`src/sv/i2cm_pkg.sv`:
```
// shared types and constants for the open-drain i2c bit-level master
// used by every module of the block; no dependencies
package i2cm_pkg;

   localparam logic [15:0] UNIT_DELAY_RESET = 16'd5000;
   localparam int          CLEAR_PULSES     = 5;
   localparam int          MAX_READ         = 31;
   localparam int          QUEUE_DEPTH_DEF  = 4;

   typedef enum logic [2:0] {
      CMD_NONE  = 3'd0,
      CMD_START = 3'd1,
      CMD_STOP  = 3'd2,
      CMD_WRITE = 3'd3,
      CMD_READ  = 3'd4,
      CMD_CLEAR = 3'd5
   } cmd_type;

   typedef enum logic [1:0] {
      PIN_KEEP = 2'd0,
      PIN_LOW  = 2'd1,
      PIN_REL  = 2'd2
   } pin_op_type;

   typedef struct packed {
      logic [2:0] kind;
      logic [7:0] write_byte;
      logic [4:0] read_count;
      logic       sda_in;
   } req_payload_type;

   typedef struct packed {
      logic       scl_drive_low;
      logic       sda_drive_low;
      logic       busy_res;
      logic       done_res;
      logic       ack_ok;
      logic [7:0] read_byte;
      logic       byte_valid;
   } rsp_payload_type;

   // classified tick as it travels from front to back
   typedef struct packed {
      logic       is_cmd;
      cmd_type    cmd;
      logic [7:0] write_byte;
      logic [4:0] read_count;
      logic       sda_in;
   } tick_item_type;

   typedef struct packed {
      pin_op_type scl_op;
      pin_op_type sda_op;
      logic       whole_unit;
   } step_type;

endpackage

```
`src/sv/i2cm_front.sv`:
```
// front end: decodes the command kind of each incoming tick
// and saturates the read count; depends on i2cm_pkg
module i2cm_front
   import i2cm_pkg::*;
(
   input  req_payload_type req_payload,
   output tick_item_type   item
);

   always_comb begin
      item.write_byte = req_payload.write_byte;
      item.sda_in     = req_payload.sda_in;
      if ({3'b000, req_payload.read_count} > 8'(MAX_READ)) begin
         item.read_count = 5'(MAX_READ);
      end else begin
         item.read_count = req_payload.read_count;
      end
      unique case (req_payload.kind)
         CMD_START, CMD_STOP, CMD_WRITE, CMD_READ, CMD_CLEAR: begin
            item.is_cmd = 1'b1;
            item.cmd    = cmd_type'(req_payload.kind);
         end
         default: begin
            // kind zero and the spare kinds six and seven carry no command
            item.is_cmd = 1'b0;
            item.cmd    = CMD_NONE;
         end
      endcase
   end

endmodule

```
`src/sv/i2cm_queue.sv`:
```
// short fifo of classified ticks between front and back
// depends on i2cm_pkg
module i2cm_queue
   import i2cm_pkg::*;
#(
   parameter int DEPTH = QUEUE_DEPTH_DEF
) (
   input  logic          clock,
   input  logic          reset,
   input  logic          push,
   input  tick_item_type push_item,
   output logic          full,
   input  logic          pop,
   output logic          not_empty,
   output tick_item_type pop_item
);

   localparam int PTR_W = (DEPTH > 1) ? $clog2(DEPTH) : 1;
   localparam int CNT_W = $clog2(DEPTH + 1);

   tick_item_type          mem [DEPTH];
   logic [PTR_W-1:0]       wr_ptr_ff, wr_ptr_in;
   logic [PTR_W-1:0]       rd_ptr_ff, rd_ptr_in;
   logic [CNT_W-1:0]       count_ff, count_in;

   assign full      = (count_ff == CNT_W'(DEPTH));
   assign not_empty = (count_ff != '0);
   assign pop_item  = mem[rd_ptr_ff];

   always_comb begin
      wr_ptr_in = wr_ptr_ff;
      rd_ptr_in = rd_ptr_ff;
      count_in  = count_ff;
      if (push) begin
         wr_ptr_in = (wr_ptr_ff == PTR_W'(DEPTH - 1)) ? '0 : wr_ptr_ff + 1'b1;
      end
      if (pop) begin
         rd_ptr_in = (rd_ptr_ff == PTR_W'(DEPTH - 1)) ? '0 : rd_ptr_ff + 1'b1;
      end
      case ({push, pop})
         2'b10:   count_in = count_ff + 1'b1;
         2'b01:   count_in = count_ff - 1'b1;
         default: count_in = count_ff;
      endcase
   end

   always_ff @(posedge clock) begin
      if (push) begin
         mem[wr_ptr_ff] <= push_item;
      end
   end

   always_ff @(posedge clock) begin
      if (reset) begin
         wr_ptr_ff <= '0;
         rd_ptr_ff <= '0;
         count_ff  <= '0;
      end else begin
         wr_ptr_ff <= wr_ptr_in;
         rd_ptr_ff <= rd_ptr_in;
         count_ff  <= count_in;
      end
   end

endmodule

```
`src/sv/i2cm_back.sv`:
```
// back end: bit sequencer that runs start, stop, write, read and bus clear
// one tick per cycle unless rsp stalls, plus the registered result stage; depends on i2cm_pkg
module i2cm_back
   import i2cm_pkg::*;
(
   input  logic            clock,
   input  logic            reset,
   input  logic            csr_write_enable,
   input  logic [15:0]     csr_write_data,
   input  logic            item_valid,
   input  tick_item_type   item,
   output logic            item_pop,
   output logic            rsp_valid,
   input  logic            rsp_stall,
   output rsp_payload_type rsp_payload
);

   logic [15:0]     unit_ff;
   cmd_type         cmd_ff, cmd_in;
   logic [3:0]      phase_ff, phase_in;
   logic [3:0]      bit_ff, bit_in;
   logic [4:0]      bytes_ff, bytes_in;
   logic [15:0]     delay_ff, delay_in;
   logic [7:0]      shift_ff, shift_in;
   logic            scl_ff, scl_in;
   logic            sda_ff, sda_in;
   logic            ack_ff, ack_in;
   logic [7:0]      last_ff, last_in;
   logic            rsp_valid_ff, rsp_valid_in;
   rsp_payload_type rsp_ff, rsp_in;

   logic [15:0]     unit_m1;
   logic            done;
   logic            byte_new;
   logic            do_load;
   logic [4:0]      pulse_next;
   step_type        step;

   // pin levels and hold length of the step at a given phase
   function automatic step_type step_of(cmd_type c, logic [3:0] p, logic [3:0] b,
                                        logic [7:0] sb);
      step_type s;
      s.whole_unit = 1'b1;
      s.scl_op     = PIN_REL;
      s.sda_op     = PIN_KEEP;
      case (c)
         CMD_START: begin
            if (p < 4'd2) begin
               s.scl_op = PIN_REL;  s.sda_op = PIN_KEEP;
            end else if (p == 4'd2) begin
               s.scl_op = PIN_REL;  s.sda_op = PIN_LOW;  s.whole_unit = 1'b0;
            end else begin
               s.scl_op = PIN_LOW;  s.sda_op = PIN_LOW;
            end
         end
         CMD_STOP: begin
            if (p == 4'd0) begin
               s.scl_op = PIN_KEEP; s.sda_op = PIN_LOW;  s.whole_unit = 1'b0;
            end else if (p < 4'd3) begin
               s.scl_op = PIN_REL;  s.sda_op = PIN_LOW;
            end else begin
               s.scl_op = PIN_REL;  s.sda_op = PIN_REL;
            end
         end
         CMD_WRITE: begin
            if (p == 4'd0) begin
               s.scl_op = PIN_LOW;
               s.sda_op = sb[3'd7 - b[2:0]] ? PIN_REL : PIN_LOW;
            end else if (p == 4'd4) begin
               s.scl_op = PIN_LOW;  s.sda_op = PIN_REL;
            end else if (p == 4'd3 || p == 4'd7) begin
               s.scl_op = PIN_LOW;  s.sda_op = PIN_KEEP;
            end else begin
               s.scl_op = PIN_REL;  s.sda_op = PIN_KEEP;
            end
         end
         CMD_READ: begin
            if (p == 4'd0) begin
               s.scl_op = PIN_LOW;  s.sda_op = PIN_REL;
            end else if (p == 4'd5) begin
               s.scl_op = PIN_LOW;  s.sda_op = PIN_LOW;
            end else if (p == 4'd1 || p == 4'd4 || p == 4'd8) begin
               s.scl_op = PIN_LOW;  s.sda_op = PIN_KEEP;
            end else begin
               s.scl_op = PIN_REL;  s.sda_op = PIN_KEEP;
            end
         end
         default: begin
            if (p == 4'd0) begin
               s.scl_op = PIN_LOW;  s.sda_op = PIN_REL;
            end else if (p == 4'd3) begin
               s.scl_op = PIN_LOW;  s.sda_op = PIN_KEEP;
            end else begin
               s.scl_op = PIN_REL;  s.sda_op = PIN_KEEP;
            end
         end
      endcase
      return s;
   endfunction

   assign item_pop    = item_valid && (!rsp_valid_ff || !rsp_stall);
   assign rsp_valid   = rsp_valid_ff;
   assign rsp_payload = rsp_ff;
   assign unit_m1     = (unit_ff == 16'd0) ? 16'd0 : unit_ff - 16'd1;
   assign pulse_next  = {1'b0, bit_ff} + 5'd1;

   // next sequencer state
   always_comb begin
      cmd_in   = cmd_ff;
      phase_in = phase_ff;
      bit_in   = bit_ff;
      bytes_in = bytes_ff;
      delay_in = delay_ff;
      shift_in = shift_ff;
      ack_in   = ack_ff;
      last_in  = last_ff;
      done     = 1'b0;
      byte_new = 1'b0;
      do_load  = 1'b0;

      if (cmd_ff != CMD_NONE) begin
         if (delay_ff != 16'd0) begin
            delay_in = delay_ff - 16'd1;
         end else begin
            do_load = 1'b1;
            case (cmd_ff)
               CMD_START, CMD_STOP: begin
                  if (phase_ff >= 4'd4) begin
                     done = 1'b1;
                  end else begin
                     phase_in = phase_ff + 4'd1;
                  end
               end
               CMD_WRITE: begin
                  // ack sampled at mid scl-high
                  if (phase_ff == 4'd5) begin
                     ack_in = ~item.sda_in;
                  end
                  if (phase_ff == 4'd3) begin
                     bit_in   = bit_ff + 4'd1;
                     phase_in = (bit_in < 4'd8) ? 4'd0 : 4'd4;
                  end else if (phase_ff >= 4'd7) begin
                     done = 1'b1;
                  end else begin
                     phase_in = phase_ff + 4'd1;
                  end
               end
               CMD_READ: begin
                  if (phase_ff == 4'd2) begin
                     shift_in = {shift_ff[6:0], item.sda_in};
                  end
                  if (phase_ff == 4'd4) begin
                     bit_in = bit_ff + 4'd1;
                     if (bit_in < 4'd8) begin
                        phase_in = 4'd1;
                     end else begin
                        last_in  = shift_ff;
                        byte_new = 1'b1;
                        phase_in = 4'd5;
                     end
                  end else if (phase_ff >= 4'd8) begin
                     bytes_in = (bytes_ff != 5'd0) ? bytes_ff - 5'd1 : 5'd0;
                     if (bytes_in == 5'd0) begin
                        done = 1'b1;
                     end else begin
                        phase_in = 4'd0;
                        bit_in   = 4'd0;
                     end
                  end else begin
                     phase_in = phase_ff + 4'd1;
                  end
               end
               CMD_CLEAR: begin
                  if (phase_ff >= 4'd3) begin
                     bit_in = pulse_next[3:0];
                     if (pulse_next >= 5'(CLEAR_PULSES)) begin
                        done = 1'b1;
                     end else begin
                        phase_in = 4'd0;
                     end
                  end else begin
                     phase_in = phase_ff + 4'd1;
                  end
               end
               default: begin
                  done = 1'b1;
               end
            endcase
            if (done) begin
               cmd_in   = CMD_NONE;
               phase_in = 4'd0;
               do_load  = 1'b0;
            end
         end
      end else if (item.is_cmd) begin
         cmd_in   = item.cmd;
         phase_in = 4'd0;
         bit_in   = 4'd0;
         do_load  = 1'b1;
         if (item.cmd == CMD_WRITE) begin
            shift_in = item.write_byte;
         end
         if (item.cmd == CMD_READ) begin
            shift_in = 8'd0;
            bytes_in = item.read_count;
            // zero-length read completes at once with no bus activity
            if (item.read_count == 5'd0) begin
               cmd_in  = CMD_NONE;
               done    = 1'b1;
               do_load = 1'b0;
            end
         end
      end
   end

   // pin levels of the step being entered
   always_comb begin
      step   = step_of(cmd_in, phase_in, bit_in, shift_in);
      scl_in = scl_ff;
      sda_in = sda_ff;
      if (do_load) begin
         case (step.scl_op)
            PIN_LOW: scl_in = 1'b1;
            PIN_REL: scl_in = 1'b0;
            default: scl_in = scl_ff;
         endcase
         case (step.sda_op)
            PIN_LOW: sda_in = 1'b1;
            PIN_REL: sda_in = 1'b0;
            default: sda_in = sda_ff;
         endcase
      end
   end

   // result register
   always_comb begin
      rsp_in.scl_drive_low = scl_in;
      rsp_in.sda_drive_low = sda_in;
      rsp_in.busy_res      = (cmd_in != CMD_NONE);
      rsp_in.done_res      = done;
      rsp_in.ack_ok        = ack_in;
      rsp_in.read_byte     = last_in;
      rsp_in.byte_valid    = byte_new;
      if (item_pop) begin
         rsp_valid_in = 1'b1;
      end else begin
         rsp_valid_in = rsp_valid_ff && rsp_stall;
      end
   end

   always_ff @(posedge clock) begin
      if (reset) begin
         unit_ff <= UNIT_DELAY_RESET;
      end else if (csr_write_enable) begin
         unit_ff <= csr_write_data;
      end
   end

   always_ff @(posedge clock) begin
      if (reset) begin
         cmd_ff       <= CMD_NONE;
         phase_ff     <= '0;
         bit_ff       <= '0;
         bytes_ff     <= '0;
         delay_ff     <= '0;
         shift_ff     <= '0;
         scl_ff       <= 1'b0;
         sda_ff       <= 1'b0;
         ack_ff       <= 1'b0;
         last_ff      <= '0;
         rsp_valid_ff <= 1'b0;
      end else begin
         rsp_valid_ff <= rsp_valid_in;
         if (item_pop) begin
            cmd_ff   <= cmd_in;
            phase_ff <= phase_in;
            bit_ff   <= bit_in;
            bytes_ff <= bytes_in;
            delay_ff <= do_load ? (step.whole_unit ? unit_m1 : 16'd0) : delay_in;
            shift_ff <= shift_in;
            scl_ff   <= scl_in;
            sda_ff   <= sda_in;
            ack_ff   <= ack_in;
            last_ff  <= last_in;
         end
      end
   end

   always_ff @(posedge clock) begin
      if (item_pop) begin
         rsp_ff <= rsp_in;
      end
   end

endmodule

```
`src/sv/i2c_bit_level_master_unit.sv`:
```
// open-drain i2c bit-level master, top level
// instantiates i2cm_front, i2cm_queue and i2cm_back; depends on i2cm_pkg
//
// every req transaction is one bus tick: an optional command (start, stop,
// write byte, read bytes, bus clear) and the sampled sda level. every tick
// yields exactly one rsp transaction with the scl/sda drive-low levels,
// busy, done, the write ack flag and the last received byte.
// commands arriving while busy are dropped; csr_write_data sets the number
// of ticks per timing unit (zero acts as one). it is to be written only when
// idle; the block itself does not enforce this. a tick accepted into the fifo
// is loaded into the result register as it is popped, then offered on rsp.
// throughput: one tick per cycle while rsp_stall is low; the sequencer updates
// its state once per popped tick, so ticks can follow back to back.
// the front decodes ticks into a QUEUE_DEPTH entry fifo; the back pops one
// per cycle into a single result register. when rsp_stall is high the
// result holds and the fifo fills; req_stall rises once it is full.
// reset (synchronous) empties the fifo, drops the pending result, releases
// both pins, clears flags and loads the unit delay with 5000. there is no
// clearing pass; the block accepts ticks on the cycle after reset.
module i2c_bit_level_master_unit
   import i2cm_pkg::*;
#(
   parameter int QUEUE_DEPTH = QUEUE_DEPTH_DEF
) (
   input  logic            clock,
   input  logic            reset,
   input  logic            req_valid,
   output logic            req_stall,
   input  req_payload_type req_payload,
   output logic            rsp_valid,
   input  logic            rsp_stall,
   output rsp_payload_type rsp_payload,
   input  logic            csr_write_enable,
   input  logic [15:0]     csr_write_data
);

   tick_item_type front_item;
   tick_item_type queue_item;
   logic          queue_full;
   logic          queue_not_empty;
   logic          queue_pop;

   assign req_stall = queue_full;

   i2cm_front u_front (
      .req_payload (req_payload),
      .item        (front_item)
   );

   i2cm_queue #(
      .DEPTH (QUEUE_DEPTH)
   ) u_queue (
      .clock     (clock),
      .reset     (reset),
      .push      (req_valid && !queue_full),
      .push_item (front_item),
      .full      (queue_full),
      .pop       (queue_pop),
      .not_empty (queue_not_empty),
      .pop_item  (queue_item)
   );

   i2cm_back u_back (
      .clock            (clock),
      .reset            (reset),
      .csr_write_enable (csr_write_enable),
      .csr_write_data   (csr_write_data),
      .item_valid       (queue_not_empty),
      .item             (queue_item),
      .item_pop         (queue_pop),
      .rsp_valid        (rsp_valid),
      .rsp_stall        (rsp_stall),
      .rsp_payload      (rsp_payload)
   );

endmodule

```
`config.mk`:
```
export PLATFORM = sky130hd
export DESIGN_NAME = i2c_bit_level_master_unit
export DESIGN_NICKNAME = d
export VERILOG_FILES = /design/src/sv/i2cm_pkg.sv /design/src/sv/i2cm_front.sv /design/src/sv/i2cm_queue.sv /design/src/sv/i2cm_back.sv /design/src/sv/i2c_bit_level_master_unit.sv
export SDC_FILE = /design/constraint.sdc
export NUM_CORES = 1
export LEC_CHECK = 0
export ABC_AREA = 1
export BUFFER_PORTS_ARGS = -buffer_cell sky130_fd_sc_hd__buf_2
export CORE_ASPECT_RATIO = 1.25
export CORE_UTILIZATION = 55
export CTS_BUF_LIST = sky130_fd_sc_hd__clkbuf_8
export DETAILED_ROUTE_END_ITERATION = 16
export PLACE_DENSITY = 0.73
export SLEW_MARGIN = 15
export SYNTH_ARGS = -nofsm -noshare
export SYNTH_HDL_FRONTEND = slang
export SYNTH_HIERARCHICAL = 1
export SYNTH_SLANG_ARGS = --single-unit
```
`constraint.sdc`:
```
create_clock -name clock -period 3.4 [get_ports clock]
set_input_delay 0.68 -clock clock [delete_from_list [all_inputs] [get_ports clock]]
set_output_delay 0.68 -clock clock [all_outputs]
set_load 0.1 [all_outputs]
```
Word-level counts from Yosys, hierarchy flattened
Memories as Yosys holds them, arrays and structs flattened. A register that Yosys moved wholly into a read port is not among the register bits. Index checks and enable logic that the tools add are counted.

Mux-type cells: 115. $add $sub $neg: 11. Eq/ne operators: 45. Bitwise operators: 4. Magnitude comparators: 9. Reductions and logical operators: 30.

Operators with widths (number): two-way mux 4 bit (32); two-way mux 8 bit (12); two-way mux 16 bit (5); two-way mux 5 bit (8); two-way mux 1 bit (35); case mux 4 bit (4 select lines) (2); subtractor 16 x 1 -> 16 bit (second input constant) (2); two-way mux 3 bit (8); == test 3 x 2 -> 1 bit (second input constant) (7); == test 3 bit (second input constant) (7); == test 4 x 3 -> 1 bit (second input constant) (5); == test 4 x 2 -> 1 bit (second input constant) (4); logical NOT 16 bit (1); nonzero test 16 bit (1); two-way mux 2 bit (6); != test 4 bit (second input constant) (3); case mux 4 bit (3 select lines) (1); == test 2 bit (second input constant) (5); logical NOT 5 bit (2); nonzero test 2 bit (5); == test 3 x 1 -> 1 bit (second input constant) (3); nonzero test 3 bit (3); adder 4 x 1 -> 4 bit (second input constant) (2); >= comparator 4 x 3 -> 1 bit (second input constant) (2); other kinds (33) (53).

Memory bits (writable): 72. Output and inout port bits: 16. Input bits: 38. Memories: 1. Register bits after elaboration: 89.

Memories: u_queue.mem (depth 4, bits a word 18, rd ports 1, clocked after Yosys merged registers in 1, wr ports 1, line i2cm_queue.sv:21) `tick_item_type mem [DEPTH];`.

Logic depth before layout (Yosys ltp)
Gate-level depths: netlist (run 1).

Depth after elaboration: 22. Gate-level depth with buffers: 26. Mapped depth without buffers: 26.

Cells and area by module
Netlist (run 1), hierarchy kept.

Modules (own cells, without submodules): i2cm_back (times used 1, cells each 876, area each 5656.7 um^2); i2cm_queue (times used 1, cells each 235, area each 3173.0 um^2); i2cm_front (times used 1, cells each 24, area each 147.6 um^2); i2c_bit_level_master_unit (times used 1, cells each 2, area each 10.0 um^2).

Least setup slack after synthesis (run 1)
OpenSTA, ideal clock, no wires.

Path type: register to register. Start point: register u_queue.count_ff[0]. End point: register u_queue.count_ff[1]. Period minus slack after synthesis: 3.874 ns. Arrival time: 3.758 ns. Cell stages (with the launch flop): 8. Path slack: -0.474 ns. Path buffers: 0. Setup time: 0.116 ns. Path through: dfxtp_1 -> nor3_1 -> nor2_2 -> inv_1 -> ha_1 -> fa_1 -> o21ai_0 -> nor2_1.

Word-level cells in the longest chain between the ends: 5. Elaborated cells between the ends (all ways): 11. Classes of those cells: add/sub (2); eq/ne (3); mux (1); reduce/logical (5).

RTL lines: start, declared (line i2cm_queue.sv:24) `logic [CNT_W-1:0] count_ff, count_in;`; start signal, assigned (line i2cm_queue.sv:61) `count_ff <= count_in;`; == test 3 bit * (line i2cm_queue.sv:26) `assign full = (count_ff == CNT_W'(DEPTH));`; named net req_stall (line i2c_bit_level_master_unit.sv:28) `output logic req_stall,`; logical NOT 1 bit * (line i2c_bit_level_master_unit.sv:55) `.push (req_valid && !queue_full),`; logical AND 1 bit * (line i2c_bit_level_master_unit.sv:55); == test 2 x 1 -> 1 bit / == test 2 bit (equally long branches) (line i2cm_queue.sv:40) `case ({push, pop})`; case mux 3 bit (2 select lines) * (line i2cm_queue.sv:40); named net u_queue.count_in[1] (line i2cm_queue.sv:24).

The timed path passes the listed nets; every way through them passes the cells marked *. A chain may end at the register's enable or synchronous reset.

==> tab_implementation.tex, run 1 <==
\begin{tabular}{lr}
\hline
Metric & Value \\
\hline
\multicolumn{2}{l}{\textbf{Final layout}} \\
Commonest non-fill, non-tap cell in the layout & nand2\_1 \\
Count of inserted antenna diode cells & 0 \\
Synth-to-layout area growth & 13.7\% \\
Total non-filler cell area in the finished layout & 10200 um\^{}2 \\
Final instance count without filler cells & 1440 \\
Commonest cells after routing, fill and taps aside & nand2\_1, nor2\_1, inv\_1, edfxtp\_1, o21ai\_0 \\
Nets & 1272 \\
Ratio of cells with drive above 1 in the final layout & $\sim$19\% \\
\multicolumn{2}{l}{\textbf{Synthesis}} \\
Top flip-flop cell by instance count after synthesis & edfxtp\_1 \\
Adder-cell area share of the yosys netlist & 2.73\% \\
Share of the synthesized netlist area taken by xor and xnor gates & under 10\% \\
Top post-synthesis cells by area & edfxtp\_1, dfxtp\_1, nand2\_1, nor2\_1, inv\_1 \\
Library cell occupying the most area in the post-synthesis netlist & edfxtp\_1 \\
\#FFs+latches synth & roughly 160 \\
Distinct cells, synth & roughly 50 \\
Syn avg cell area & around 7.9 um\^{}2 \\
Mux cell area share after synthesis & 0\% \\
Count of flip-flops with a built-in enable after synthesis & 86 \\
Syn Std Cell Area & 8990 um\^{}2 \\
Portion of the post-synthesis area used by sequential elements & 45.9\% \\
Warning count from the yosys run & 6 \\
Share of flip-flops with an asynchronous set or reset after synthesis & 0\% \\
Synthesized netlist net count & 1194 \\
Compound-gate portion of the synthesized area & $\sim$16\% \\
Synthesized-area fraction occupied by and/or/nand/nor cells & 24.3\% \\
Largest family of logic cells by synthesized area & simple AND/OR/NAND/NOR gates \\
Portion of synthesized cell area occupied by the leading cell type & 28.7\% \\
Synthesized instance count & 1137 \\
\multicolumn{2}{l}{\textbf{STA}} \\
Setup TNS & 0 ns \\
Clock tree skew after final layout & approximately 0.017 ns \\
Setup WS post-layout & $\sim$0.19 ns \\
Worst slew margin & 44.6\% \\
Final worst path period need & 3.21 ns \\
Endpoints failing setup & 0 \\
Number of hold-slack violations in the final timing report & 0 \\
Slew at the pin closest to its max-slew limit & 0.830 ns \\
Number of max-slew violations in the final report & 0 \\
Maximum clock frequency & between 0.3 and 0.4 GHz \\
Post-route fraction of the period consumed by the critical path & 94.5\% \\
\multicolumn{2}{l}{\textbf{GRT}} \\
Via count of the first global-routing pass & 7299 \\
Number of antenna violations at the first check in global routing & 0 \\
All-layer global routing usage & 26.1\% \\
Grt total ovfl & 0 \\
Maximum number of pins on one net before global-route repair & 49 \\
Wire length of the first global-routing pass & 34.3 mm \\
\multicolumn{2}{l}{\textbf{Routing}} \\
Post-route ant nets & 0 \\
Routed WL per cell & 14.8 um \\
DRC violation count after routing & 0 \\
DR iter-0 viols & around 560 \\
Number of vias in the routed layout & 7774 \\
First drt pass iteration count & 5 \\
Via density & 5.40 \\
Detailed-route wire length & around 21 mm \\
\multicolumn{2}{l}{\textbf{Worst setup path}} \\
Worst-path cell with the longest stage delay & dfxtp\_4 \\
Critical path cell sequence & buf\_12 > inv\_8 > buf\_4 > nor2\_1 > o22ai\_2 > nor3\_1 > nand3\_1 > nand2\_2 > nor2\_1 > a21oi\_4 > buf\_4 > nand3\_1 > nand2\_1 > nand3\_1 > o2111ai\_1 > ha\_1 > o31a\_1 > o21ai\_0 > inv\_1 \\
Family of cells with the greatest summed delay on the critical path & simple AND/OR/NAND/NOR gates \\
Critical path buffers and inverters & 5 \\
Type of the worst setup path & reg2reg \\
Cell seen most often among critical-path stages & nand3\_1 \\
Crit path capture type & flop \\
Required time reported for the critical path endpoint & 3.75 ns \\
Data arrival at the endpoint of the critical path & 3.57 ns \\
Crit start category & flop \\
Highest fanout seen on the critical path & 20 \\
Largest stage delay on the critical path & between 0.3 and 0.4 ns \\
\multicolumn{2}{l}{\textbf{Floorplan}} \\
Die Ht & around 140 um \\
Number of rows created at floorplan & 51 \\
Effective utilization at floorplan & 57.0\% \\
Total die area & $\sim$17000 um\^{}2 \\
Die outline width & 116 um \\
Top Ports & between 50 and 60 \\
CORE AREA & between 15000 and 20000 um\^{}2 \\
\multicolumn{2}{l}{\textbf{Pwr}} \\
Sw Share & 49.8\% \\
Worst vdd ir & 0.460 mV \\
Sw Pwr & 5.35 mW \\
Share of power burned in the clock network & roughly 14\% \\
Flop pwr share & between 20\% and 30\% \\
Power, Total & $\sim$11 mW \\
Internal Power & 5.39 mW \\
Static power due to leakage & 4.44 nW \\
Comb power frac & between 50\% and 60\% \\
Power density normalized to cell area & around 1100 nW/um\^{}2 \\
\multicolumn{2}{l}{\textbf{Placed design}} \\
RePlAce Congestion & 0.899 \\
Input/output buffers & 53 \\
DP Worst Slack & -0.0103 ns \\
Placed cell count & 1398 \\
Total placed instance area & 9570 um\^{}2 \\
HPWL reported at the end of detailed placement & roughly 15 mm \\
\multicolumn{2}{l}{\textbf{Clock network}} \\
Root buffer cell & clkbuf\_8 \\
Maximum level of the CTS H-tree & 4 \\
Clock Tree Buf Depth & 2 \\
Clock transition at the register clock pins on the worst setup and hold paths after CTS & 0.09 ns \\
Skew-Pair Late Insertion Delay & 0.46 ns \\
Clock tree from TritonCTS & yes \\
Number of buffers added by the clock tree synthesis step & 17 \\
Count of clock tree sinks & 163 \\
CTS Hold Buffers Added & 0 \\
\multicolumn{2}{l}{\textbf{Worst hold path}} \\
Class of the most critical hold timing path & in2reg \\
\multicolumn{2}{l}{\textbf{Run}} \\
Total of max-cap violations & 0 \\
\multicolumn{2}{l}{\textbf{Outcome}} \\
Result of the run & finished, final reports clean \\
\hline
\end{tabular}
## synthesized netlist by cell type (18+ instances only)
cell type and instances:
dfxtp_1 77, ha_1 18, nor3_1 19, inv_1 123, edfxtp_1 86, nor2_1 133
o21ai_1 23, o22ai_1 19, nand2_1 231, nand3_1 67, o21ai_0 89, a21oi_1 75
clkbuf_1 25
## through the flow
| step | hold slack (ns) | utilization (%) |
|---|---|---|
| after floorplan | 0.455 | - |
| after global placement | 0.476 | 60.7 |
| after detailed placement | 0.482 | 60.7 |
| after CTS | 0.410 | 63.4 |
| after global routing | 0.403 | 64.8 |
| final | 0.429 | 64.8 |
## layer usage
metal	part of all wire (%)	up-vias	track usage [%]
met5	0	-	0
met4	2.9	0	10.2
met3	4.1	45	4.18
met2	52	192	45.4
met1	42	3576	31.8
li1	-	3961	-
## cell families after synthesis
| logic type | Yosys count |
|---|---|
| buf+inv | 187 |
| fa+ha+maj | 19 |
| compound gates | 249 |
| simple gates | 498 |
| xor+xnor | 21 |
| flops | 163 |
## power by group through the flow
stage                     logic (mW)  registers [mW]  clock network, mW
after global routing            7.02            3.00               1.57
after floorplan                 3.98            3.58                  0
final                           6.35            2.94               1.46
after global placement          5.91            2.96                  0
after CTS                       5.99            2.93               1.48
after detailed placement        5.97            2.97                  0
## worst reg2reg max path, cell delays in order, from the launching register on
cell and delay [ns]:
dfxtp_4 0.37, buf_12 0.15, inv_8 0.12, buf_4 0.19
nor2_1 0.06, o22ai_2 0.21, nor3_1 0.07, nand3_1 0.13
nand2_2 0.07, nor2_1 0.20, a21oi_4 0.07, buf_4 0.17
nand3_1 0.15, nand2_1 0.12, nand3_1 0.11, o2111ai_1 0.13
ha_1 0.32, o31a_1 0.29, o21ai_0 0.14, inv_1 0.05
## sequential cells by signal, indices dropped and copies added, names as in the netlist, 3 cells and up, named ones only
signal and cells:
u_queue/mem 72, u_back/delay_ff 16, u_back/unit_ff 16, u_back/rsp_payload 14, u_back/last_ff 8, u_back/shift_ff 8
u_back/bytes_ff 5, u_back/bit_ff 4, u_back/phase_ff 4, u_back/cmd_ff 3, u_queue/count_ff 3
## path summary, 6_finish.rpt
check / slack (ns) / cells after the start / endpoint / startpoint
min reg2reg: 0.50 / 2 / u_back/bit_ff[3] / u_back/bit_ff[3]
min: 0.43 / 1 / u_queue/mem[3][4] / req_payload[4]
max reg2reg: 0.19 / 19 / u_back/scl_ff / flop
max: 0.19 / 19 / u_back/scl_ff / flop
## what timing repair did
item,in CTS,in global routing
pin swaps,0,11
gates resized for setup,1,45
hold endpoints to repair,0,0
cloned,0,1
setup buffers,0,9
setup endpoints to repair,1,4
## final cells by class
cell class	count	area [um^2]
Fill cell	1390	5540
Sequential cell	163	4130
Multi-Input combinational cell	787	4160
Clock buffer	19	262
Tap cell	212	265
Timing Repair Buffer	111	731
Clock inverter	13	150
Inverter	135	518
Power figures use the tool's default switching activity.
==> inputs of run 2 (changes only) <==
--- a/config.mk
+++ b/config.mk
@@ -7,10 +7,11 @@
 export LEC_CHECK = 0
 export ABC_AREA = 1
 export BUFFER_PORTS_ARGS = -buffer_cell sky130_fd_sc_hd__buf_2
-export CORE_ASPECT_RATIO = 1.25
+export CORE_ASPECT_RATIO = 0.75
 export CORE_UTILIZATION = 55
 export CTS_BUF_LIST = sky130_fd_sc_hd__clkbuf_8
 export DETAILED_ROUTE_END_ITERATION = 16
+export GPL_TIMING_DRIVEN = 0
 export PLACE_DENSITY = 0.73
 export SLEW_MARGIN = 15
 export SYNTH_ARGS = -nofsm -noshare
==> run 2 against run 1 <==
The flow now finishes with violations (negative setup slack). Global-route usage is 1.8 points higher. Utilization is 1.5 points higher. Clock power hardly changed. Register-to-register slack worse by 0.19 ns. Wire length is 11% higher. Maximum frequency is 5.5% lower. Clock skew is 0.0098 ns higher. Critical path type unchanged. Highest routed layer unchanged.
==> tab_implementation.tex, run 2 (synthesis results as in run 1) <==
\begin{tabular}{lr}
\hline
Metric & Value \\
\hline
\multicolumn{2}{l}{\textbf{STA}} \\
Endpoints failing setup & 1 \\
Number of max-slew violations in the final report & 0 \\
RSZ-0062 raised after global routing & true \\
Worst-case hold slack & 0.400 ns \\
Clock tree skew after final layout & 0.0267 ns \\
Worst slew margin & between 30\% and 40\% \\
Maximum clock frequency & 0.294 GHz \\
Slew at the pin closest to its max-slew limit & 0.938 ns \\
Number of hold-slack violations in the final timing report & 0 \\
Post-route fraction of the period consumed by the critical path & 100\% \\
Final worst path period need & $\sim$3.4 ns \\
Setup TNS & -0.000353 ns \\
Setup WS post-layout & -0.000353 ns \\
\multicolumn{2}{l}{\textbf{Final layout}} \\
Ratio of cells with drive above 1 in the final layout & 21.1\% \\
Commonest cells after routing, fill and taps aside & nand2\_1, nor2\_1, inv\_1, edfxtp\_1, o21ai\_0 \\
Synth-to-layout area growth & 18.3\% \\
Count of inserted antenna diode cells & 0 \\
Flip-flop count of the largest register, all copies and words added & 72 \\
Nets & 1302 \\
Top flop regs & u\_queue/mem x72, u\_back/delay\_ff x16, u\_back/unit\_ff x16 \\
Register with the most flip-flops & u\_queue/mem \\
Commonest non-fill, non-tap cell in the layout & nand2\_1 \\
\multicolumn{2}{l}{\textbf{Floorplan}} \\
CORE AREA & 16000 um\^{}2 \\
Number of rows created at floorplan & 40 \\
Die Ht & 113 um \\
Top Ports & 54 \\
Total die area & 16900 um\^{}2 \\
Die outline width & 150 um \\
Effective utilization at floorplan & between 50\% and 60\% \\
\multicolumn{2}{l}{\textbf{Placed design}} \\
RePlAce Congestion & 0.995 \\
HPWL reported at the end of detailed placement & 15.9 mm \\
DP Worst Slack & -0.439 ns \\
Input/output buffers & 39 \\
\multicolumn{2}{l}{\textbf{Clock network}} \\
Clock Tree Buf Depth & 2 \\
Root buffer cell & clkbuf\_8 \\
Clock tree from TritonCTS & yes \\
CTS Hold Buffers Added & 0 \\
Skew-Pair Late Insertion Delay & 0.47 ns \\
Clock transition at the register clock pins on the worst setup and hold paths after CTS & 0.10 ns \\
Number of buffers added by the clock tree synthesis step & 17 \\
Count of clock tree sinks & 163 \\
Maximum level of the CTS H-tree & 4 \\
\multicolumn{2}{l}{\textbf{GRT}} \\
Maximum number of pins on one net before global-route repair & 28 \\
Grt total ovfl & 0 \\
Via count of the first global-routing pass & 7114 \\
Number of antenna violations at the first check in global routing & 0 \\
All-layer global routing usage & 27.9\% \\
Wire length of the first global-routing pass & approximately 36 mm \\
\multicolumn{2}{l}{\textbf{Worst hold path}} \\
Class of the most critical hold timing path & in2reg \\
Depth of the worst hold-timing path & 1 \\
Launch point of the worst hold path & req\_payload[11] \\
Hold endpoint & u\_queue/mem[2][11] \\
\multicolumn{2}{l}{\textbf{Routing}} \\
Via density & 5.64 \\
Routed WL per cell & 16.1 um \\
First drt pass iteration count & 6 \\
DR iter-0 viols & 822 \\
Detailed-route wire length & between 20 and 25 mm \\
Number of vias in the routed layout & 8276 \\
DRC violation count after routing & 0 \\
Post-route ant nets & 0 \\
\multicolumn{2}{l}{\textbf{Pwr}} \\
Worst vdd ir & 0.792 mV \\
Static power due to leakage & 4.60 nW \\
Power density normalized to cell area & 1070 nW/um\^{}2 \\
\multicolumn{2}{l}{\textbf{Outcome}} \\
Violations in the final reports & negative setup slack \\
Result of the run & complete, but fails checks \\
\multicolumn{2}{l}{\textbf{Worst setup path}} \\
Worst reg-to-reg path cell count & 20 \\
Setup slack of the most critical reg-to-reg path & -0.0004 ns \\
Required time reported for the critical path endpoint & between 3 and 4 ns \\
Family of cells with the greatest summed delay on the critical path & simple AND/OR/NAND/NOR gates \\
Largest stage delay on the critical path & $\sim$0.38 ns \\
Type of the worst setup path & reg2reg \\
Startpoint of the most critical register-to-register path & u\_back/phase\_ff[1] \\
Critical path buffers and inverters & 4 \\
Cell seen most often among critical-path stages & nand3\_1 \\
Highest fanout seen on the critical path & 6 \\
Crit path capture type & flop \\
Crit start category & flop \\
Data arrival at the endpoint of the critical path & 3.77 ns \\
Critical path cell sequence & inv\_2 > ha\_1 > nand3\_4 > inv\_1 > nand2\_1 > o211ai\_1 > nand3\_1 > a21oi\_2 > o21ai\_2 > buf\_4 > nand3\_1 > nand3\_1 > nand3b\_1 > nand3\_1 > nand3\_1 > nand2\_1 > ha\_1 > o31a\_1 > o21ai\_1 > inv\_1 \\
Worst-path cell with the longest stage delay & dfxtp\_2 \\
Crit Reg-Reg Endpoint & u\_back/sda\_ff \\
\multicolumn{2}{l}{\textbf{Run}} \\
Total of max-cap violations & 0 \\
\hline
\end{tabular}
## run 2: cell count changes in the layout (fill, tap and decap cells not counted), moves of 5 or more
| cell | previous run | this run |
|---|---|---|
| dfxtp_1 | 75 | 69 |
| buf_2 | 53 | 43 |
| nand2_1 | 227 | 222 |
| inv_1 | 121 | 116 |
| buf_8 | 0 | 6 |
| clkbuf_1 | 0 | 23 |
| dfxtp_2 | 1 | 7 |
| clkinv_8 | 0 | 8 |
## run 2: worst max path at each step
stage / startpoint / to / slack, ns / depth (start not counted)
4_1_cts: u_back/phase_ff[1] / u_back/sda_ff / 0.002 / 20
3_3_place_gp: flop / u_back/sda_ff / -0.38 / 25
5_1_grt: flop / u_back/sda_ff / -0.18 / 24
3_5_place_dp: flop / u_back/sda_ff / -0.44 / 25
2_1_floorplan: flop / u_back/sda_ff / 0.29 / 25
6_report: u_back/phase_ff[1] / u_back/sda_ff / -0.0004 / 20
## run 2: what timing repair did
| action | CTS | global route |
|---|---|---|
| resized for setup | 25 | 83 |
| setup buffers | 10 | 36 |
| endpoints found under the setup margin | 4 | 4 |
| pin swaps | 8 | 26 |
| cloned | 0 | 4 |
## run 2: per-layer routing
layer  wire (um)  share of wire (%)  global-route usage [%]
met1       11200                 47                    43.4
met2       10000                 42                    37.9
met3        2210                9.3                    7.02
met4         273                1.2                    7.96
met5           0                  0                       0
## run 2: per-stage QoR
stage	instance area (um^2)	std cells	util, %	power, mW
after global placement	9450	1386	59.0	8.83
after CTS	10000	1428	62.7	10.6
after detailed placement	9450	1386	59.0	8.91
final	10600	1468	66.4	11.4
after global routing	10600	1468	66.4	12.2
after floorplan	8990	1137	-	7.55
## run 2: cell type report
cell class	count	area, um^2
Buffer	52	382
Clock buffer	17	234
Clock inverter	15	188
Fill cell	1310	5390
Inverter	135	529
Multi-Input combinational cell	787	4310
Sequential cell	163	4140
Tap cell	210	263
Timing Repair Buffer	88	576
Timing Repair inverter	1	8.76
## run 2: report_power, final
| part | total (mW) | switching, mW | internal (mW) | leakage [nW] |
|---|---|---|---|---|
| logic | 7.00 | 4.71 | 2.29 | 2.95 |
| clock network | 1.43 | 0.861 | 0.564 | 0.206 |
| registers | 2.98 | 0.324 | 2.66 | 1.44 |
## run 2: worst reg2reg max path, cell delays in order (launching register included)
cell and delay [ns]:
dfxtp_2 0.38, inv_2 0.12, ha_1 0.24, nand3_4 0.13
inv_1 0.10, nand2_1 0.07, o211ai_1 0.17, nand3_1 0.22
a21oi_2 0.19, o21ai_2 0.09, buf_4 0.15, nand3_1 0.08
nand3_1 0.08, nand3b_1 0.20, nand3_1 0.12, nand3_1 0.10
nand2_1 0.06, ha_1 0.30, o31a_1 0.33, o21ai_1 0.12
inv_1 0.05
==> inputs of run 3 (changes only) <==
--- a/config.mk
+++ b/config.mk
@@ -16,5 +16,5 @@
 export SLEW_MARGIN = 15
 export SYNTH_ARGS = -nofsm -noshare
 export SYNTH_HDL_FRONTEND = slang
-export SYNTH_HIERARCHICAL = 1
 export SYNTH_SLANG_ARGS = --single-unit
+export TNS_END_PERCENT = 30
==> run 3 against run 2 <==
Critical endpoint is now u_back.sda_ff. Power decreased by 5.5%. Sequential power decreased by 1%. Flip-flop and latch count unchanged. Clock power about the same. The run now ends clean.
==> tab_implementation.tex, run 3 <==
\begin{tabular}{lr}
\hline
Metric & Value \\
\hline
\multicolumn{2}{l}{\textbf{Worst hold path}} \\
Class of the most critical hold timing path & in2reg \\
\multicolumn{2}{l}{\textbf{Clock network}} \\
Count of clock tree sinks & 163 \\
Number of buffers added by the clock tree synthesis step & 17 \\
Clock transition at the register clock pins on the worst setup and hold paths after CTS & 0.10 ns \\
Clock Tree Buf Depth & 2 \\
Skew-Pair Late Insertion Delay & 0.47 ns \\
Clock tree from TritonCTS & yes \\
Maximum level of the CTS H-tree & 4 \\
Root buffer cell & clkbuf\_8 \\
CTS Hold Buffers Added & 0 \\
\multicolumn{2}{l}{\textbf{Pwr}} \\
Power density normalized to cell area & slightly above 1000 nW/um\^{}2 \\
Worst vdd ir & between 0.9 and 1 mV \\
Static power due to leakage & 4.52 nW \\
\multicolumn{2}{l}{\textbf{Outcome}} \\
Result of the run & finished, final reports clean \\
\multicolumn{2}{l}{\textbf{Routing}} \\
Post-route ant nets & 0 \\
Via density & 5.54 \\
Number of vias in the routed layout & roughly 8100 \\
Detailed-route wire length & about 23 mm \\
First drt pass iteration count & 6 \\
DR iter-0 viols & 711 \\
DRC violation count after routing & 0 \\
Routed WL per cell & $\sim$16 um \\
\multicolumn{2}{l}{\textbf{Synthesis}} \\
Syn Std Cell Area & 8960 um\^{}2 \\
Library cell occupying the most area in the post-synthesis netlist & edfxtp\_1 \\
Share of flip-flops with an asynchronous set or reset after synthesis & 0\% \\
Synthesized instance count & 1145 \\
Portion of synthesized cell area occupied by the leading cell type & 28.8\% \\
Syn avg cell area & 7.83 um\^{}2 \\
Most common cell in the synthesized netlist & nand2\_1 \\
Portion of the post-synthesis area used by sequential elements & 46.0\% \\
Top flip-flop cell by instance count after synthesis & edfxtp\_1 \\
Adder-cell area share of the yosys netlist & about 2.6\% \\
Warning count from the yosys run & 0 \\
Synthesized netlist net count & 1201 \\
Distinct cells, synth & 51 \\
Top post-synthesis cells by area & edfxtp\_1, dfxtp\_1, nand2\_1, nor2\_1, o21ai\_0 \\
Count of flip-flops with a built-in enable after synthesis & 86 \\
Synthesized-area fraction occupied by and/or/nand/nor cells & a little over a quarter \\
Largest family of logic cells by synthesized area & simple AND/OR/NAND/NOR gates \\
Share of the synthesized netlist area taken by xor and xnor gates & 1.95\% \\
Mux cell area share after synthesis & 0.293\% \\
Compound-gate portion of the synthesized area & 14.5\% \\
Commonest cells post-synth & nand2\_1, nor2\_1, inv\_1 \\
\#FFs+latches synth & 163 \\
\multicolumn{2}{l}{\textbf{Final layout}} \\
Layout Utilization & 65.4\% \\
Top flop regs & u\_queue.mem x72, u\_back.delay\_ff x16, u\_back.unit\_ff x16 \\
Nets & 1297 \\
Commonest cells after routing, fill and taps aside & nand2\_1, nor2\_1, o21ai\_0, inv\_1, edfxtp\_1 \\
FILL cells & 1339 \\
Commonest non-fill, non-tap cell in the layout & nand2\_1 \\
Synth-to-layout area growth & 16.5\% \\
Flip-flop count of the largest register, all copies and words added & 72 \\
Count of inserted antenna diode cells & 0 \\
Register with the most flip-flops & u\_queue.mem \\
Ratio of cells with drive above 1 in the final layout & between 20\% and 30\% \\
\multicolumn{2}{l}{\textbf{STA}} \\
Post-route fraction of the period consumed by the critical path & 97.8\% \\
Number of max-slew violations in the final report & 0 \\
Slew at the pin closest to its max-slew limit & 0.889 ns \\
Clock tree skew after final layout & between 0.015 and 0.02 ns \\
Endpoints failing setup & 0 \\
Final worst path period need & between 3 and 4 ns \\
Worst slew margin & between 40 and 50\% \\
Maximum clock frequency & approximately 0.3 GHz \\
Number of hold-slack violations in the final timing report & 0 \\
Setup WS post-layout & $\sim$0.074 ns \\
\multicolumn{2}{l}{\textbf{Worst setup path}} \\
Family of cells with the greatest summed delay on the critical path & simple AND/OR/NAND/NOR gates \\
Critical path buffers and inverters & 5 \\
Critical path cell sequence & buf\_4 > inv\_2 > buf\_6 > nand3\_1 > nand2\_4 > nor3\_4 > inv\_1 > o21ai\_0 > nand2\_1 > nand3\_1 > nand4\_1 > nand3\_1 > nand3\_2 > nand3\_2 > nand2\_2 > nor2\_1 > ha\_1 > nor2\_2 > mux2\_4 > o21ai\_1 > inv\_1 \\
Worst-path cell with the longest stage delay & dfxtp\_1 \\
Highest fanout seen on the critical path & 10 \\
Crit start category & flop \\
Data arrival at the endpoint of the critical path & 3.69 ns \\
Type of the worst setup path & reg2reg \\
Cell seen most often among critical-path stages & nand3\_1 \\
Crit path capture type & flop \\
Required time reported for the critical path endpoint & $\sim$3.8 ns \\
Largest stage delay on the critical path & 0.32 ns \\
\multicolumn{2}{l}{\textbf{Floorplan}} \\
Top Ports & between 50 and 60 \\
Effective utilization at floorplan & a little under three fifths \\
Total die area & around 17000 um\^{}2 \\
CORE AREA & 16000 um\^{}2 \\
Die Ht & 113 um \\
Die outline width & 149 um \\
Number of rows created at floorplan & 40 \\
\multicolumn{2}{l}{\textbf{Placed design}} \\
DP Worst Slack & -0.271 ns \\
RePlAce Congestion & 1.01 \\
Input/output buffers & 52 \\
HPWL reported at the end of detailed placement & 16.4 mm \\
\multicolumn{2}{l}{\textbf{GRT}} \\
All-layer global routing usage & 28.1\% \\
Via count of the first global-routing pass & 7138 \\
Grt total ovfl & 0 \\
Maximum number of pins on one net before global-route repair & 25 \\
Wire length of the first global-routing pass & 36.5 mm \\
Number of antenna violations at the first check in global routing & 0 \\
\multicolumn{2}{l}{\textbf{Run}} \\
Total of max-cap violations & 0 \\
\hline
\end{tabular}
-- run 3: cell count changes in the layout (fill, tap and decap cells not counted), sizes merged, moves of 4 or more --
| cell | before | now |
|---|---|---|
| o211ai | 9 | 5 |
| o22ai | 19 | 8 |
| nand2 | 241 | 265 |
| nor2 | 143 | 160 |
| a211oi | 14 | 6 |
| buf | 115 | 93 |
| nor4 | 5 | 0 |
| nand3 | 73 | 83 |
| xor2 | 18 | 12 |
| xnor2 | 3 | 8 |
-- run 3: tightest hold or removal path, delay by kind of cell --
kind	cells	cell delay, ns
buffers and inverters	1	0.07
and+or+nand+nor	2	0.10
-- run 3: logic make-up (layout without fill, tap and decap cells) --
group	Yosys count	in the layout
and+or+nand+nor	543	543
AOI/OAI and AO/OA	228	228
buffers and inverters	171	280
DFF	163	163
xor gates and xnor gates	20	20
adders and majority gates	18	18
muxes	2	2
-- run 3: final timing paths --
check	start	to	slack (ns)	cells after the start
max	flop	u_back.sda_ff	0.07	21
min reg2reg	u_queue.count_ff[0]	u_queue.count_ff[0]	0.50	1
min	csr_write_data[9]	u_back.unit_ff[9]	0.41	3
max reg2reg	flop	u_back.sda_ff	0.07	21
-- run 3: cell type report --
class	instances	area (um^2)	area share (%)
sequential	163	4140	39.6
timing repair buffer	77	494	4.73
clock inverter	15	171	1.64
inverter	133	504	4.83
buffer	38	211	2.03
clock buffer	17	234	2.24
tap	210	263	2.52
multi-input combinational	811	4430	42.4
-- run 3: power by group --
group	total, mW	internal, mW	switching [mW]
Combinational	6.39	1.97	4.43
Clock	1.45	0.618	0.830
Sequential	2.94	2.60	0.332
-- run 3: metal layers --
layer	global-route usage, %	wire length, um	vias up
met5	0	0	-
met4	7.89	248	0
met3	5.77	2150	26
met2	40.0	9920	327
met1	42.7	11000	3768
li1	-	-	3991
-- run 3: what timing repair did --
action                                  CTS  global route
pin swaps                                 8            28
resized for setup                        30            67
endpoints found under the setup margin    4             4
buffers inserted                          3            18
-- run 3: metrics by stage --
stage	TNS (ns)	instances	area, um^2	hold WS [ns]	total power, mW
floorplan	0	1145	8970	0.445	7.29
global placement	-0.782	1407	9490	0.469	8.53
detailed placement	-0.638	1411	9560	0.478	8.62
CTS	0	1446	10100	0.390	10.2
global route	-0.211	1464	10400	0.404	11.5
finish	0	1464	10400	0.410	10.8
